<file path="config.mk">
export PLATFORM = sky130hd
export DESIGN_NAME = marker_length_frame_deframer_top
export DESIGN_NICKNAME = d
export VERILOG_FILES = /design/src/design/mlfd_pkg.sv /design/src/design/marker_length_frame_deframer_top.sv
export SDC_FILE = /design/constraint.sdc
export NUM_CORES = 1
export LEC_CHECK = 0
export BUFFER_PORTS_ARGS = -buffer_cell sky130_fd_sc_hd__buf_2
export CAP_MARGIN = 25
export CORE_MARGIN = 2
export CORE_UTILIZATION = 30
export DETAILED_ROUTE_END_ITERATION = 6
export GPL_ROUTABILITY_DRIVEN = 1
export GPL_TIMING_DRIVEN = 0
export PLACE_DENSITY = 0.46
export SYNTH_ARGS = -nofsm -noshare
export SYNTH_HDL_FRONTEND = slang
export SYNTH_SLANG_ARGS = --single-unit
</file>
<file path="constraint.sdc">
create_clock -name clk -period 3.2 [get_ports clk]
set_input_delay 0.48 -clock clk [delete_from_list [all_inputs] [get_ports clk]]
set_output_delay 0.48 -clock clk [all_outputs]
set_load 0.005 [all_outputs]
</file>
<file path="src/design/mlfd_pkg.sv">
// shared types and constants for the marker/length frame deframer
`default_nettype none

package mlfd_pkg;

    // receive phase of the deframer
    typedef enum logic [2:0] {
        PH_HUNT   = 3'd0,
        PH_TYPE   = 3'd1,
        PH_LEN_LO = 3'd2,
        PH_LEN_HI = 3'd3,
        PH_BODY   = 3'd4
    } phase_t;

    // frame kind codes as seen on frame_kind
    localparam logic [1:0] KIND_I = 2'd0;
    localparam logic [1:0] KIND_U = 2'd1;
    localparam logic [1:0] KIND_A = 2'd2;

    // input operation codes
    localparam logic OP_BYTE    = 1'b0;
    localparam logic OP_TIMEOUT = 1'b1;

    // configuration register indexes
    localparam logic [2:0] CFG_BEGIN_MARK    = 3'd0;
    localparam logic [2:0] CFG_I_TYPE_MARK   = 3'd1;
    localparam logic [2:0] CFG_U_TYPE_MARK   = 3'd2;
    localparam logic [2:0] CFG_A_TYPE_MARK   = 3'd3;
    localparam logic [2:0] CFG_I_EXTRA_BYTES = 3'd4;
    localparam logic [2:0] CFG_U_BODY_BYTES  = 3'd5;

    // length field of type I frames keeps its low 15 bits
    localparam int LEN_FIELD_BITS = 15;
    localparam logic [LEN_FIELD_BITS-1:0] LEN_FIELD_MASK = 15'h7fff;

endpackage

`default_nettype wire

</file>
<file path="src/design/marker_length_frame_deframer_top.sv">
// Marker/length frame deframer: hunts a begin mark, decodes type I/U/A frames.
// Path: an accepted item is held in the input register, then its result in the result register.
// Throughput: one item per cycle; in_stall rises only while the result register is full
// and stalled and the held item would make a result.
// Reset: async active low; returns to hunting, config registers take their reset values.
`default_nettype none

module marker_length_frame_deframer_top
    import mlfd_pkg::*;
#(
    parameter int REMAINING_BITS = 16
)
(
    input  wire logic       clk,
    input  wire logic       rst_n,
    // configuration write port
    input  wire logic       cfg_we,
    input  wire logic [2:0] cfg_index,
    input  wire logic [7:0] cfg_data,
    // input channel
    input  wire logic       in_valid,
    output logic            in_stall,
    input  wire logic       operation,
    input  wire logic [7:0] rx_byte,
    // result channel
    output logic            out_valid,
    input  wire logic       out_stall,
    output logic [7:0]      frame_byte,
    output logic [1:0]      frame_kind,
    output logic            frame_last,
    output logic            frame_abort
);

    localparam logic [REMAINING_BITS-1:0] REM_ONE = REMAINING_BITS'(1);

    // configuration registers
    logic [7:0] begin_mark_reg;
    logic [7:0] i_type_mark_reg;
    logic [7:0] u_type_mark_reg;
    logic [7:0] a_type_mark_reg;
    logic [7:0] i_extra_bytes_reg;
    logic [7:0] u_body_bytes_reg;

    // input register
    logic       s1_valid_reg;
    logic       s1_op_reg;
    logic [7:0] s1_byte_reg;

    // deframer state
    phase_t                    phase_reg, phase_next;
    logic [1:0]                kind_reg, kind_next;
    logic [7:0]                len_lo_reg, len_lo_next;
    logic [REMAINING_BITS-1:0] remain_reg, remain_next;

    // result register
    logic       out_valid_reg;
    logic [7:0] frame_byte_reg;
    logic [1:0] frame_kind_reg;
    logic       frame_last_reg;
    logic       frame_abort_reg;

    // result of the held item
    logic       res_valid;
    logic [7:0] res_byte;
    logic [1:0] res_kind;
    logic       res_last;
    logic       res_abort;

    logic                      in_accept;
    logic                      out_free;
    logic                      s1_adv;
    logic                      is_i_mark;
    logic                      is_u_mark;
    logic                      is_a_mark;
    logic [LEN_FIELD_BITS-1:0] len_field;
    logic [REMAINING_BITS-1:0] u_count;
    logic [REMAINING_BITS-1:0] i_count;
    logic [REMAINING_BITS-1:0] body_dec;

    // handshake
    assign out_free  = !out_valid_reg || !out_stall;
    assign s1_adv    = s1_valid_reg && (!res_valid || out_free);
    assign in_stall  = s1_valid_reg && !s1_adv;
    assign in_accept = in_valid && !in_stall;

    // type mark match and body counts
    assign is_i_mark = (s1_byte_reg == i_type_mark_reg);
    assign is_u_mark = (s1_byte_reg == u_type_mark_reg);
    assign is_a_mark = (s1_byte_reg == a_type_mark_reg);
    assign len_field = {s1_byte_reg[6:0], len_lo_reg} & LEN_FIELD_MASK;
    assign u_count   = REMAINING_BITS'(u_body_bytes_reg);
    assign i_count   = REMAINING_BITS'(len_field) + REMAINING_BITS'(i_extra_bytes_reg);
    assign body_dec  = remain_reg - REM_ONE;

    // configuration writes
    always_ff @(posedge clk or negedge rst_n)
    begin
        if (!rst_n)
        begin
            begin_mark_reg    <= 8'd0;
            i_type_mark_reg   <= 8'd1;
            u_type_mark_reg   <= 8'd2;
            a_type_mark_reg   <= 8'd3;
            i_extra_bytes_reg <= 8'd3;
            u_body_bytes_reg  <= 8'd0;
        end
        else if (cfg_we)
        begin
            unique case (cfg_index)
                CFG_BEGIN_MARK:    begin_mark_reg    <= cfg_data;
                CFG_I_TYPE_MARK:   i_type_mark_reg   <= cfg_data;
                CFG_U_TYPE_MARK:   u_type_mark_reg   <= cfg_data;
                CFG_A_TYPE_MARK:   a_type_mark_reg   <= cfg_data;
                CFG_I_EXTRA_BYTES: i_extra_bytes_reg <= cfg_data;
                CFG_U_BODY_BYTES:  u_body_bytes_reg  <= cfg_data;
                default:           ;
            endcase
        end
    end

    // input register
    always_ff @(posedge clk or negedge rst_n)
    begin
        if (!rst_n)
        begin
            s1_valid_reg <= 1'b0;
        end
        else if (in_accept)
        begin
            s1_valid_reg <= 1'b1;
        end
        else if (s1_adv)
        begin
            s1_valid_reg <= 1'b0;
        end
    end

    always_ff @(posedge clk)
    begin
        if (in_accept)
        begin
            s1_op_reg   <= operation;
            s1_byte_reg <= rx_byte;
        end
    end

    // next state
    always_comb
    begin
        phase_next  = phase_reg;
        kind_next   = kind_reg;
        len_lo_next = len_lo_reg;
        remain_next = remain_reg;
        if (s1_op_reg == OP_TIMEOUT)
        begin
            phase_next = PH_HUNT;
        end
        else
        begin
            unique case (phase_reg)
                PH_HUNT:
                begin
                    if (s1_byte_reg == begin_mark_reg)
                    begin
                        phase_next = PH_TYPE;
                    end
                end
                PH_TYPE:
                begin
                    priority if (is_i_mark)
                    begin
                        kind_next  = KIND_I;
                        phase_next = PH_LEN_LO;
                    end
                    else if (is_u_mark)
                    begin
                        kind_next   = KIND_U;
                        remain_next = u_count;
                        phase_next  = (u_count == '0) ? PH_HUNT : PH_BODY;
                    end
                    else if (is_a_mark)
                    begin
                        kind_next  = KIND_A;
                        phase_next = PH_HUNT;
                    end
                    else
                    begin
                        phase_next = PH_HUNT;
                    end
                end
                PH_LEN_LO:
                begin
                    len_lo_next = s1_byte_reg;
                    phase_next  = PH_LEN_HI;
                end
                PH_LEN_HI:
                begin
                    remain_next = i_count;
                    phase_next  = (i_count == '0) ? PH_HUNT : PH_BODY;
                end
                PH_BODY:
                begin
                    remain_next = body_dec;
                    if (body_dec == '0)
                    begin
                        phase_next = PH_HUNT;
                    end
                end
                default:
                begin
                    // unused phase codes behave as hunting
                    if (s1_byte_reg == begin_mark_reg)
                    begin
                        phase_next = PH_TYPE;
                    end
                    else
                    begin
                        phase_next = PH_HUNT;
                    end
                end
            endcase
        end
    end

    // result of the held item
    always_comb
    begin
        res_valid = 1'b0;
        res_byte  = s1_byte_reg;
        res_kind  = kind_reg;
        res_last  = 1'b0;
        res_abort = 1'b0;
        if (s1_op_reg == OP_TIMEOUT)
        begin
            if (phase_reg == PH_LEN_LO || phase_reg == PH_LEN_HI || phase_reg == PH_BODY)
            begin
                res_valid = 1'b1;
                res_byte  = 8'd0;
                res_abort = 1'b1;
            end
        end
        else
        begin
            unique case (phase_reg)
                PH_TYPE:
                begin
                    priority if (is_i_mark)
                    begin
                        res_valid = 1'b1;
                        res_kind  = KIND_I;
                    end
                    else if (is_u_mark)
                    begin
                        res_valid = 1'b1;
                        res_kind  = KIND_U;
                        res_last  = (u_count == '0);
                    end
                    else if (is_a_mark)
                    begin
                        res_valid = 1'b1;
                        res_kind  = KIND_A;
                        res_last  = 1'b1;
                    end
                    else
                    begin
                        res_valid = 1'b0;
                    end
                end
                PH_LEN_LO:
                begin
                    res_valid = 1'b1;
                end
                PH_LEN_HI:
                begin
                    res_valid = 1'b1;
                    res_last  = (i_count == '0);
                end
                PH_BODY:
                begin
                    res_valid = 1'b1;
                    res_last  = (body_dec == '0);
                end
                default:
                begin
                    res_valid = 1'b0;
                end
            endcase
        end
    end

    // deframer state registers
    always_ff @(posedge clk or negedge rst_n)
    begin
        if (!rst_n)
        begin
            phase_reg  <= PH_HUNT;
            kind_reg   <= KIND_I;
            len_lo_reg <= 8'd0;
            remain_reg <= '0;
        end
        else if (s1_adv)
        begin
            phase_reg  <= phase_next;
            kind_reg   <= kind_next;
            len_lo_reg <= len_lo_next;
            remain_reg <= remain_next;
        end
    end

    // result register
    always_ff @(posedge clk or negedge rst_n)
    begin
        if (!rst_n)
        begin
            out_valid_reg <= 1'b0;
        end
        else if (s1_adv && res_valid)
        begin
            out_valid_reg <= 1'b1;
        end
        else if (!out_stall)
        begin
            out_valid_reg <= 1'b0;
        end
    end

    always_ff @(posedge clk)
    begin
        if (s1_adv && res_valid)
        begin
            frame_byte_reg  <= res_byte;
            frame_kind_reg  <= res_kind;
            frame_last_reg  <= res_last;
            frame_abort_reg <= res_abort;
        end
    end

    assign out_valid   = out_valid_reg;
    assign frame_byte  = frame_byte_reg;
    assign frame_kind  = frame_kind_reg;
    assign frame_last  = frame_last_reg;
    assign frame_abort = frame_abort_reg;

endmodule

`default_nettype wire

</file>
# Yosys cells after proc, flatten, opt, wreduce, memory -nomap -nowiden
# Index checks and enable logic that the tools add are counted.
classes:
  n_eq_ne: 18
  bitwise: 1
  n_mul: 0
  mux: 32
  n_addsub: 2
  shift: 0
  reduce_logical: 30
  div: 0
  magnitude_cmp: 0
op_table:
  columns: ["op", "n"]
  rows:
  - ["$logic_not 16->1", 3]
  - ["$pmux 16 s3", 1]
  - ["$eq 8x8->1", 4]
  - ["$mux 16", 2]
  - ["$mux 3", 7]
  - ["$add 15x8->16", 1]
  - ["$mux 8", 2]
  - ["$sub 16x1->16 const B", 1]
  - ["$pmux 3 s5", 1]
  - ["$eq 3x2->1 const B", 4]
  - ["$mux 1", 12]
  - ["$reduce_and 2->1", 6]
  - ["$mux 2", 5]
  - ["$eq 3x3->1 const B", 3]
  - ["$eq 3x1->1 const B", 2]
  - ["$logic_not 3->1", 2]
  - ["$ne 3x3->1 const B", 2]
  - ["$reduce_and 3->1", 2]
  - ["$logic_not 1->1", 5]
  - ["$reduce_and 5->1", 1]
  - ["$logic_and 1x1->1", 4]
  - ["$logic_or 1x1->1", 4]
  - ["$ne 2x2->1 const B", 2]
  - ["$pmux 1 s3", 1]
  - ["other kinds (6)", 6]
totals:
  inputBits: 25
  n_memories: 0
  output_inout_bits: 14
  mem_bits_ro: 0
  register_bits: 100
  latchBits: 0
  wordCells: 101
  mem_bits_rw: 0

# Logic depth before layout (Yosys ltp)
# Gate-level depths: netlist of the first run.
logic_depth:
  depth_word: 14
  depth_mapped: 10

# Worst setup path before layout of the first run
# Ideal clock, no wire load.
synth_path:
  path_kind: "register to register"
  from: "register s1_byte_reg[5]"
  to: "register frame_abort_reg, in the netlist frame_abort (enable)"
  required_time_ns: 2.810
  setup_slack_ns: 0.717
  t_arrival_ns: 2.093
  period_less_slack_ns: 2.483
  stages_incl_launch_ff: 6
  cell_sequence: "edfxtp_1 xor2_1 nor4_1 and2_4 o31ai_1 a31oi_1"
synth_via:
  elab_chain_cells: 10
  word_cells_on_any_way: 12
synth_lines:
  columns: ["element", "line_no", "source"]
  rows:
  - ["start, declared", "marker_length_frame_deframer_top.sv:47", "logic [7:0] s1_byte_reg;"]
  - ["start signal, assigned", "marker_length_frame_deframer_top.sv:143", "s1_byte_reg <= rx_byte;"]
  - ["$eq 8x8->1", "marker_length_frame_deframer_top.sv:89", "assign is_a_mark = (s1_byte_reg == a_type_mark_reg);"]
  - ["$mux 1", "marker_length_frame_deframer_top.sv:258", "else if (is_a_mark)"]
  - ["$mux 1", "marker_length_frame_deframer_top.sv:252", "else if (is_u_mark)"]
  - ["$mux 1 (*)", "marker_length_frame_deframer_top.sv:247", "priority if (is_i_mark)"]
  - ["$pmux 1 s2 (*)", "marker_length_frame_deframer_top.sv:244", "unique case (phase_reg)"]
  - ["$mux 1 (*)", "marker_length_frame_deframer_top.sv:233", "if (s1_op_reg == OP_TIMEOUT)"]
  - ["$logic_not 1->1", "marker_length_frame_deframer_top.sv:82", "assign s1_adv = s1_valid_reg && (!res_valid || out_free);"]
  - ["$logic_or 1x1->1", "marker_length_frame_deframer_top.sv:82", null]
  - ["$logic_and 1x1->1", "marker_length_frame_deframer_top.sv:82", null]
  - ["$logic_and 1x1->1 (*)", "marker_length_frame_deframer_top.sv:329", "if (s1_adv && res_valid)"]
  - ["end signal, assigned", "marker_length_frame_deframer_top.sv:334", "frame_abort_reg <= res_abort;"]
  - ["end, declared", "marker_length_frame_deframer_top.sv:60", "logic frame_abort_reg;"]
# Every way passes the cells marked *; elsewhere a longest branch is shown, timed or not.
# A chain may end at the register's enable or synchronous reset.

# Worst setup path in the final report of the first run
layout_path:
  from: "register s1_byte_reg[5]"
  to: "output in_stall"
layout_via:
  elab_chain_cells: 11
  word_cells_on_any_way: 13
layout_lines:
  columns: ["element", "line_no", "source"]
  rows:
  - ["$eq 8x8->1", "marker_length_frame_deframer_top.sv:89", null]
  - ["$mux 1", "marker_length_frame_deframer_top.sv:258", null]
  - ["$mux 1", "marker_length_frame_deframer_top.sv:252", null]
  - ["$mux 1 (*)", "marker_length_frame_deframer_top.sv:247", null]
  - ["$pmux 1 s2 (*)", "marker_length_frame_deframer_top.sv:244", null]
  - ["$mux 1 (*)", "marker_length_frame_deframer_top.sv:233", null]
  - ["$logic_not 1->1 (*)", "marker_length_frame_deframer_top.sv:82", null]
  - ["$logic_or 1x1->1 (*)", "marker_length_frame_deframer_top.sv:82", null]
  - ["$logic_and 1x1->1 (*)", "marker_length_frame_deframer_top.sv:82", null]
  - ["$logic_not 1->1 (*)", "marker_length_frame_deframer_top.sv:83", "assign in_stall = s1_valid_reg && !s1_adv;"]
  - ["$logic_and 1x1->1 (*)", "marker_length_frame_deframer_top.sv:83", null]
  - ["end, declared", "marker_length_frame_deframer_top.sv:22", "output logic in_stall,"]
# Marks and branches as above.

==> flow_summary.toml, run 1 <==
[finish]
area_used_by_multi_input_combinational_logic_mm2 = 0.00278
fillCellCount = 1829
layoutNonFillerInstCount = 808
layout-area-overhead-vs-synth_pct = 15.0
fraction_of_final_layout_cells_sized_beyond_drive_strength_1_pct = 24.2
layout.cells.most_common = "sky130_fd_sc_hd__dfrtp_1"
fin_util_pct = 35.3
seq_area_mm2 = 0.00262
max_reg_flops = 16
final_net_count = 609
mostFrequentLayoutCells = "sky130_fd_sc_hd__dfrtp_1 (73), sky130_fd_sc_hd__mux2_2 (57), sky130_fd_sc_hd__nor2_1 (44)"

[floorplanning]
initial_utilization_pct = 30.7
fp.coreArea_mm2 = 0.0181
die_height_um = 140
pin_count = 39
row_count = 49
design.die.area_mm2 = 0.0196
die_width_um = 140

[power_and_ir_drop]
total_leakage_power_nw = 2.53
irDropWorstVdd_mv = 0.307
totalPowerFinal_mw = 3.39
power_density_mw_per_mm2 = 530

[min_path]
min_path_cells = 1
hold_path_startpoint = "rx_byte[6]"
worstHoldPathType = "in -> reg"

[timing]
setup-violations-final = 0
final.setup_skew_ns = 0.0117
finalCriticalPeriod_ns = 3.07
slew_headroom_pct = 38.1
worst_slew_pin_slew_ns = 0.926
post-route-period-util_pct = 96.1
fmax_mhz = 325
timing.final.max_slew_violations = 0
final_hold_violation_count = 0
grt_setup_unrepaired = "false"
timing.setup.tns_ns = 0
layout_setup_ws_ns = 0.126

[global_route]
grt_first_pass_wirelength_um = 23900
vias_in_the_first_global_route = 4211
grt.total_usage_pct = 15.9
grt_start_max_net_pins = 69
initial_antenna_violation_count = 0
grt-ovfl-total = 0

[placed_design]
post_detailed_placement_half_perimeter_wirelength_um = 11200
gp_congestion = 0.853
dp_slack_ns = 0.294
place.detailed.instances = 790
port_buffers = 36

[route]
drt_iter0_drc = 235
drt_first_pass_iters = 7
residual_drc = 4
route.detailed.vias_per_inst = 5.23
routed_wirelength_um = 15200
dr_total_vias = 4225
wire_per_inst_um = 18.8
ant_nets = 0

[synthesis]
synth_enable_flop_cells = 21
synthesis.area_per_instance_um2 = 10.6
synth_sequential_area_ratio_pct = 47.0
synthesis.nets = 558
postSynthCellCount = 522
netlist_area_mm2 = 0.00556
yosys_warnings = 0
synth_ff_type = "sky130_fd_sc_hd__dfrtp_1"
yosysUniqueCellTypes = 63
async_flop_share_pct = 79.0
postSynthRegisterBits = 100

[flow_run]
max-cap-violations = 0

[clocking]
cts_inserted_buffers = 9
clock_tree.root_cell = "sky130_fd_sc_hd__clkbuf_16"
ctsHtreeMaxLevel = 3
cts_tree = "yes"
clockBufferDepth = 2
worstSkewPairLatency_ns = 0.36
cts.reportedPaths.clkPinSlew_ns = 0.08
cts_setup_buffers = 0
cts_sinks = 100

[worst_setup_path]
crit_path_start = "s1_byte_reg[5]"
peak_fanout_along_the_critical_path = 5
crit-reg2reg-launch = "i_extra_bytes_reg[0]"
reg2reg_slack_ns = 0.35
endpoint = "in_stall"
timing.critical_path.arrival_ns = 2.59
start_kind = "register"
timing.critical_path.to_type = "output port"
critical_path.reg2reg.endpoint = "frame_last"
worst_r2r_path_depth = 10
crit_type = "reg -> out"
critPathRequiredTime_ns = 2.72

[outcome]
failed_checks = "design-rule violations"
outcome = "finished, violations left"
through the flow:
| stage | cell area, um2 | hold WS, ns |
|---|---|---|
| CTS | 6380 | 0.278 |
| detailed placement | 6070 | 0.355 |
| floorplan | 5560 | 0.184 |
| global placement | 6030 | 0.477 |
| finish | 6390 | 0.287 |
| global route | 6390 | 0.269 |
where the power goes:
group	total [mW]	switching [mW]	internal [mW]
Combinational	0.655	0.339	0.316
Sequential	1.62	0.130	1.49
Clock	1.12	0.562	0.555
synthesized netlist by cell type (3+ instances only):
library cell / n / area share [%]
sky130_fd_sc_hd__dfrtp_1: 73 / 33
sky130_fd_sc_hd__mux2_2: 57 / 12
sky130_fd_sc_hd__nor2_1: 44 / 3.0
sky130_fd_sc_hd__nand2_1: 36 / 2.4
sky130_fd_sc_hd__o21ai_0: 29 / 2.6
sky130_fd_sc_hd__xnor2_1: 27 / 4.3
sky130_fd_sc_hd__xor2_1: 24 / 3.8
sky130_fd_sc_hd__edfxtp_1: 21 / 11
sky130_fd_sc_hd__a21oi_1: 15 / 1.4
sky130_fd_sc_hd__nor3_1: 15 / 1.4
sky130_fd_sc_hd__clkbuf_1: 12 / 0.81
sky130_fd_sc_hd__ha_1: 10 / 2.3
sky130_fd_sc_hd__inv_1: 10 / 0.68
sky130_fd_sc_hd__nand4_1: 9 / 1.0
sky130_fd_sc_hd__o21ai_1: 9 / 0.81
sky130_fd_sc_hd__and2_1: 8 / 0.90
sky130_fd_sc_hd__buf_4: 7 / 0.95
sky130_fd_sc_hd__nor4_1: 7 / 0.79
sky130_fd_sc_hd__o211ai_1: 7 / 0.95
sky130_fd_sc_hd__a211oi_1: 6 / 0.81
sky130_fd_sc_hd__dfstp_2: 6 / 2.8
sky130_fd_sc_hd__a31oi_1: 5 / 0.56
sky130_fd_sc_hd__nand3_1: 5 / 0.45
sky130_fd_sc_hd__or3_1: 5 / 0.56
sky130_fd_sc_hd__a21o_1: 4 / 0.54
sky130_fd_sc_hd__a22o_1: 4 / 0.63
sky130_fd_sc_hd__nand2b_1: 4 / 0.45
sky130_fd_sc_hd__nor2b_1: 4 / 0.45
sky130_fd_sc_hd__nor3b_1: 4 / 0.54
sky130_fd_sc_hd__or4_1: 4 / 0.54
sky130_fd_sc_hd__a221oi_1: 3 / 0.47
sky130_fd_sc_hd__buf_2: 3 / 0.27
sky130_fd_sc_hd__o22ai_1: 3 / 0.34
sky130_fd_sc_hd__o31ai_1: 3 / 0.41
sky130_fd_sc_hd__or2_2: 3 / 0.34
area by class of cell:
class	instances	share of cell area [%]
Multi-Input combinational cell	388	43.5
Sequential cell	100	40.9
Clock buffer	9	3.52
Antenna cell	1	0.0391
Clock inverter	7	1.25
Buffer	24	2.11
Tap cell	229	4.48
Timing Repair Buffer	40	3.64
Inverter	10	0.587
cells by family after synthesis:
kind of cell / Yosys count / synth area share [%]
buffers and inverters: 34 / 3.11
adders and majority gates: 11 / 2.61
DFF: 100 / 47.0
muxes: 58 / 11.7
AOI/OAI and AO/OA: 107 / 12.5
xor gates and xnor gates: 51 / 8.04
and+or+nand+nor: 161 / 15.0
metal layers:
layer  part of all wire, %  wire length (um)  GRT usage, %  up-vias
li1                      -                 -             -     2008
met1                    49              7400          22.0     2117
met2                    47              7120          25.4       85
met3                   2.9               440          2.84       15
met4                   1.4               220          4.84        0
met5                     0                 0             0        -
worst max-delay path: stages, from the launching register on:
cell                       delay [ns]
sky130_fd_sc_hd__edfxtp_1        0.50
sky130_fd_sc_hd__xor2_1          0.20
sky130_fd_sc_hd__nor4_1          0.65
sky130_fd_sc_hd__and2_4          0.31
sky130_fd_sc_hd__o31ai_1         0.10
sky130_fd_sc_hd__a31oi_1         0.31
sky130_fd_sc_hd__buf_2           0.17
what timing repair did:
action                                 in CTS  in global routing
hold buffers                                1                  0
endpoints found under the hold margin      11                  0
setup endpoints to repair                   0                  1
resized for setup                           0                  1
how the worst min path moves through the flow:
stage	slack, ns	to
2_1_floorplan	0.18	a_type_mark_reg[2]
3_3_place_gp	0.48	kind_reg[1]
3_5_place_dp	0.35	remain_reg[13]
4_1_cts	0.28	s1_byte_reg[6]
5_1_grt	0.27	s1_byte_reg[3]
6_report	0.29	s1_byte_reg[6]
Note: power is estimated with default switching activity, not from simulation.
==> inputs of run 2 (changes only) <==
==> constraint.sdc (replaced) <==
create_clock -name clk -period 3.2 [get_ports clk]
set_input_delay 0.48 -clock clk [delete_from_list [all_inputs] [get_ports clk]]
set_output_delay 0.48 -clock clk [all_outputs]
set_load 0.1 [all_outputs]
==> flow_summary.toml, run 2 (synthesis results as in run 1) <==
[outcome]
outcome = "finished, violations left"
failed_checks = "design-rule violations"

[worst_setup_path]
critPathRequiredTime_ns = 2.72
critical_path_buf_inv_count = 2
critical_path.cell_chain = "buf_4, xor2_1, nor4_2, and2_4, o31ai_1, a31oi_2, clkbuf_4"
worst_path_largest_cell_delay_ns = 0.49
timing.critical_path.arrival_ns = 2.60
start_kind = "register"
timing.critical_path.slowest_stage_cell = "sky130_fd_sc_hd__nor4_2"
timing.critical_path.to_type = "output port"
timing.critical_path.max_delay_family = "simple AND/OR/NAND/NOR gates"
crit_type = "reg -> out"
peak_fanout_along_the_critical_path = 5

[clocking]
ctsHoldBuffers = 0
cts.reportedPaths.clkPinSlew_ns = 0.08
worstSkewPairLatency_ns = 0.37
clock_tree.root_cell = "sky130_fd_sc_hd__clkbuf_16"
clockBufferDepth = 2
cts_sinks = 100
cts_tree = "yes"
ctsHtreeMaxLevel = 3
cts_inserted_buffers = 9

[route]
route.detailed.vias_per_inst = 5.23
residual_drc = 2
route.layer.met1.wl_um = 7350
drt_iter0_drc = 292
route.top_layer_used = "met4"
met2_length_um = 6920
ant_nets = 0
routed_wirelength_um = 15100
drt_first_pass_iters = 6
wire_per_inst_um = 18.8
met3_wirelength_um = 527
dr_total_vias = 4219

[global_route]
initial_antenna_violation_count = 0
vias_in_the_first_global_route = 4276
grt-ovfl-total = 0
grt_first_pass_wirelength_um = 24200
grt_start_max_net_pins = 41
grt.total_usage_pct = 16.0

[timing]
final.setup_skew_ns = 0.0112
final.hold.worst_slack_ns = 0.100
slew_headroom_pct = 33.6
post-route-period-util_pct = 96.4
fmax_mhz = 324
grt_setup_unrepaired = "false"
timing.final.max_slew_violations = 0
worst_slew_pin_slew_ns = 0.995
timing.setup.tns_ns = 0
setup-violations-final = 0
final_hold_violation_count = 0
finalCriticalPeriod_ns = 3.08

[finish]
fraction_of_final_layout_cells_sized_beyond_drive_strength_1_pct = 24.6
final_net_count = 608
insertedDiodeCount = 0
layout-area-overhead-vs-synth_pct = 15.5
area_used_by_multi_input_combinational_logic_mm2 = 0.00279
mostFrequentLayoutCells = "sky130_fd_sc_hd__dfrtp_1 (73), sky130_fd_sc_hd__mux2_2 (57), sky130_fd_sc_hd__nor2_1 (44)"
fillCellCount = 1790
layout.cells.most_common = "sky130_fd_sc_hd__dfrtp_1"
layoutNonFillerInstCount = 806
seq_area_mm2 = 0.00262
max_reg_flops = 16

[placed_design]
gp_congestion = 0.876
port_buffers = 36
post_detailed_placement_half_perimeter_wirelength_um = 11300
place.detailed.instances = 790

[power_and_ir_drop]
power_density_mw_per_mm2 = 541
totalPowerFinal_mw = 3.48
irDropWorstVdd_mv = 0.260
comb_pwr_share_pct = 19.0
swShare_pct = 29.9
total_leakage_power_nw = 2.54
proportion_of_power_drawn_by_the_clock_network_pct = 34.3
switchingPower_mw = 1.04
internal-power_mw = 2.44
seq_power_share_pct = 46.6

[floorplanning]
initial_utilization_pct = 30.7
fp.coreArea_mm2 = 0.0181
row_count = 49
design.die.area_mm2 = 0.0196
die_width_um = 140
die_height_um = 140
pin_count = 39

[min_path]
worstHoldPathType = "in -> async"

[flow_run]
max-cap-violations = 0
run 2: per-layer routing:
metal,track usage (%),vias to the layer above
met2,25.3,94
li1,-,2003
met3,3.04,21
met5,0,-
met4,5.58,0
met1,22.0,2101
run 2: metrics by stage:
step,setup slack [ns],utilization (%),area (um2)
floorplan,0.0609,-,5570
global placement,-0.0162,33.4,6030
detailed placement,0.211,33.6,6080
CTS,0.0449,35.5,6420
global route,0.00805,35.5,6420
finish,0.115,35.5,6420
run 2: final cells by class:
cell class | count | area share (%)
tap | 229 | 4.46
buffer | 24 | 2.10
clock buffer | 9 | 3.51
inverter | 10 | 0.585
timing repair buffer | 39 | 3.55
clock inverter | 7 | 1.60
sequential | 100 | 40.7
multi-input combinational | 388 | 43.5
run 2: repair_timing:
action | 4_1_cts | 5_1_grt
setup buffers | 0 | 0
gates resized for setup | 2 | 1
setup endpoints to repair | 1 | 1
run 2: final timing paths:
check	start	to	slack, ns	cells after the start
min in group clk	rx_byte[6]	s1_byte_reg[6]	0.28	1
hold / removal	rst_n	remain_reg[11]	0.10	1
hold reg to reg	kind_reg[1]	kind_reg[1]	0.49	2
setup / recovery	s1_byte_reg[3]	in_stall	0.12	7
max in group asynchronous	rst_n	a_type_mark_reg[1]	2.44	2
setup reg to reg	i_extra_bytes_reg[0]	frame_last	0.34	10
run 2: power by group through the flow:
stage,logic (mW),clock network (mW),registers (mW)
2_1_floorplan,0.478,0,1.61
3_3_place_gp,0.643,0,1.64
3_5_place_dp,0.659,0,1.65
4_1_cts,0.669,1.23,1.62
5_1_grt,0.735,1.27,1.64
6_report,0.662,1.19,1.62
==> inputs of run 3 (changes only) <==
--- a/config.mk
+++ b/config.mk
@@ -8,11 +8,11 @@
 export BUFFER_PORTS_ARGS = -buffer_cell sky130_fd_sc_hd__buf_2
 export CAP_MARGIN = 25
 export CORE_MARGIN = 2
-export CORE_UTILIZATION = 30
+export CORE_UTILIZATION = 26
 export DETAILED_ROUTE_END_ITERATION = 6
 export GPL_ROUTABILITY_DRIVEN = 1
 export GPL_TIMING_DRIVEN = 0
-export PLACE_DENSITY = 0.46
+export PLACE_DENSITY = 0.42
 export SYNTH_ARGS = -nofsm -noshare
 export SYNTH_HDL_FRONTEND = slang
 export SYNTH_SLANG_ARGS = --single-unit
==> flow_summary.toml, run 3 (synthesis results as in run 1) <==
[outcome]
outcome = "completed"

[route]
routed_wirelength_um = 15400
drt_first_pass_iters = 5
residual_drc = 0
route.detailed.vias_per_inst = 5.00
ant_nets = 0
dr_total_vias = 4263
drt_iter0_drc = 222
wire_per_inst_um = 18.0

[worst_setup_path]
timing.critical_path.to_type = "output port"
worst_path_largest_cell_delay_ns = 0.46
crit-reg2reg-launch = "i_extra_bytes_reg[0]"
timing.critical_path.max_delay_family = "simple AND/OR/NAND/NOR gates"
critPathRequiredTime_ns = 2.72
start_kind = "register"
timing.critical_path.slowest_stage_cell = "sky130_fd_sc_hd__nor2_1"
critical_path_buf_inv_count = 2
most_common_cell_on_crit_path = "sky130_fd_sc_hd__buf_4"
critical_path.cell_chain = "buf_4, xnor2_1, nand4_1, nor2_1, o31ai_1, a31oi_2, buf_4"
crit_type = "reg -> out"
crit_path_start = "s1_byte_reg[6]"
timing.critical_path.arrival_ns = 2.60
peak_fanout_along_the_critical_path = 10

[timing]
final_hold_violation_count = 0
finalCriticalPeriod_ns = 3.08
fmax_mhz = 325
worst_slew_pin_slew_ns = 1.04
timing.final.max_slew_violations = 0
setup-violations-final = 0
post-route-period-util_pct = 96.1
slew_headroom_pct = 30.8
grt_setup_unrepaired = "false"
final.setup_skew_ns = 0.0119

[floorplanning]
die_height_um = 150
die_width_um = 150
design.die.area_mm2 = 0.0226
initial_utilization_pct = 26.4
row_count = 53
pin_count = 39
fp.coreArea_mm2 = 0.0210

[clocking]
ctsHtreeMaxLevel = 3
clock_tree.root_cell = "sky130_fd_sc_hd__clkbuf_16"
cts.reportedPaths.clkPinSlew_ns = 0.08
worstSkewPairLatency_ns = 0.36
cts_tree = "yes"
clockBufferDepth = 2
ctsHoldBuffers = 0
cts_setup_buffers = 0
cts_inserted_buffers = 9
cts_sinks = 100

[placed_design]
dpl_cell_area_mm2 = 0.00614
port_buffers = 36
gp_congestion = 0.835
place.detailed.instances = 836
post_detailed_placement_half_perimeter_wirelength_um = 11500

[power_and_ir_drop]
totalPowerFinal_mw = 3.49
irDropWorstVdd_mv = 0.256
power_density_mw_per_mm2 = 539
total_leakage_power_nw = 2.54

[flow_run]
max-cap-violations = 0

[global_route]
initial_antenna_violation_count = 0
vias_in_the_first_global_route = 4137
grt-ovfl-total = 0
grt_first_pass_wirelength_um = 23900
grt.total_usage_pct = 14.0
grt_start_max_net_pins = 57

[finish]
fin_util_pct = 30.8
fraction_of_final_layout_cells_sized_beyond_drive_strength_1_pct = 24.6
mostFrequentLayoutCells = "sky130_fd_sc_hd__dfrtp_1 (73), sky130_fd_sc_hd__mux2_2 (57), sky130_fd_sc_hd__nor2_1 (44)"
insertedDiodeCount = 0
layout-area-overhead-vs-synth_pct = 16.5
fillCellCount = 2172
layoutNonFillerInstCount = 852
max_reg_flops = 16
final_net_count = 608
seq_area_mm2 = 0.00262
layout.cells.most_common = "sky130_fd_sc_hd__dfrtp_1"
postLayoutCellArea_mm2 = 0.00648
area_used_by_multi_input_combinational_logic_mm2 = 0.00279

[min_path]
worstHoldPathType = "in -> async"
-- run 3: timing repair --
| item | CTS | global route |
|---|---|---|
| gates resized for setup | 2 | 1 |
| setup endpoints to repair | 1 | 1 |
| endpoints found under the hold margin | 0 | 0 |
-- run 3: per-stage QoR --
stage               setup WS, ns  hold slack, ns  setup TNS, ns
floorplan                 0.0609           0.184              0
finish                     0.124          0.0396              0
detailed placement         0.142           0.434              0
global placement          -0.119           0.478          -1.42
CTS                        0.108          0.0511              0
global route            0.000963          0.0578              0
-- run 3: final cells by class --
cell class	instances	share of cell area, %
plain buffers	24	2.09
clock buffers	9	3.48
clock inverters	7	1.58
inverters	10	0.579
multi-input cells	388	43.1
flip-flops and latches	100	40.4
well taps	275	5.31
repair buffers	39	3.53
-- run 3: path summary, 6_finish.rpt --
path,to,slack [ns],depth (start not counted)
max,in_stall,0.12,7
min in group clk,s1_byte_reg[3],0.29,1
max in group asynchronous,a_type_mark_reg[1],2.50,2
max reg2reg,frame_last,0.36,10
min reg2reg,kind_reg[1],0.49,2
min,u_body_bytes_reg[3],0.04,1
-- run 3: routing by layer --
layer	GRT usage [%]	wire, um
met1	20.1	7700
met2	21.6	6870
met3	2.45	540
met4	3.92	255
met5	0	0
-- run 3: power breakdown --
part	total, mW	internal, mW	leakage [nW]	switching (mW)
clock	1.20	0.636	0.160	0.562
combinational	0.666	0.316	1.24	0.350
sequential	1.63	1.49	1.15	0.137
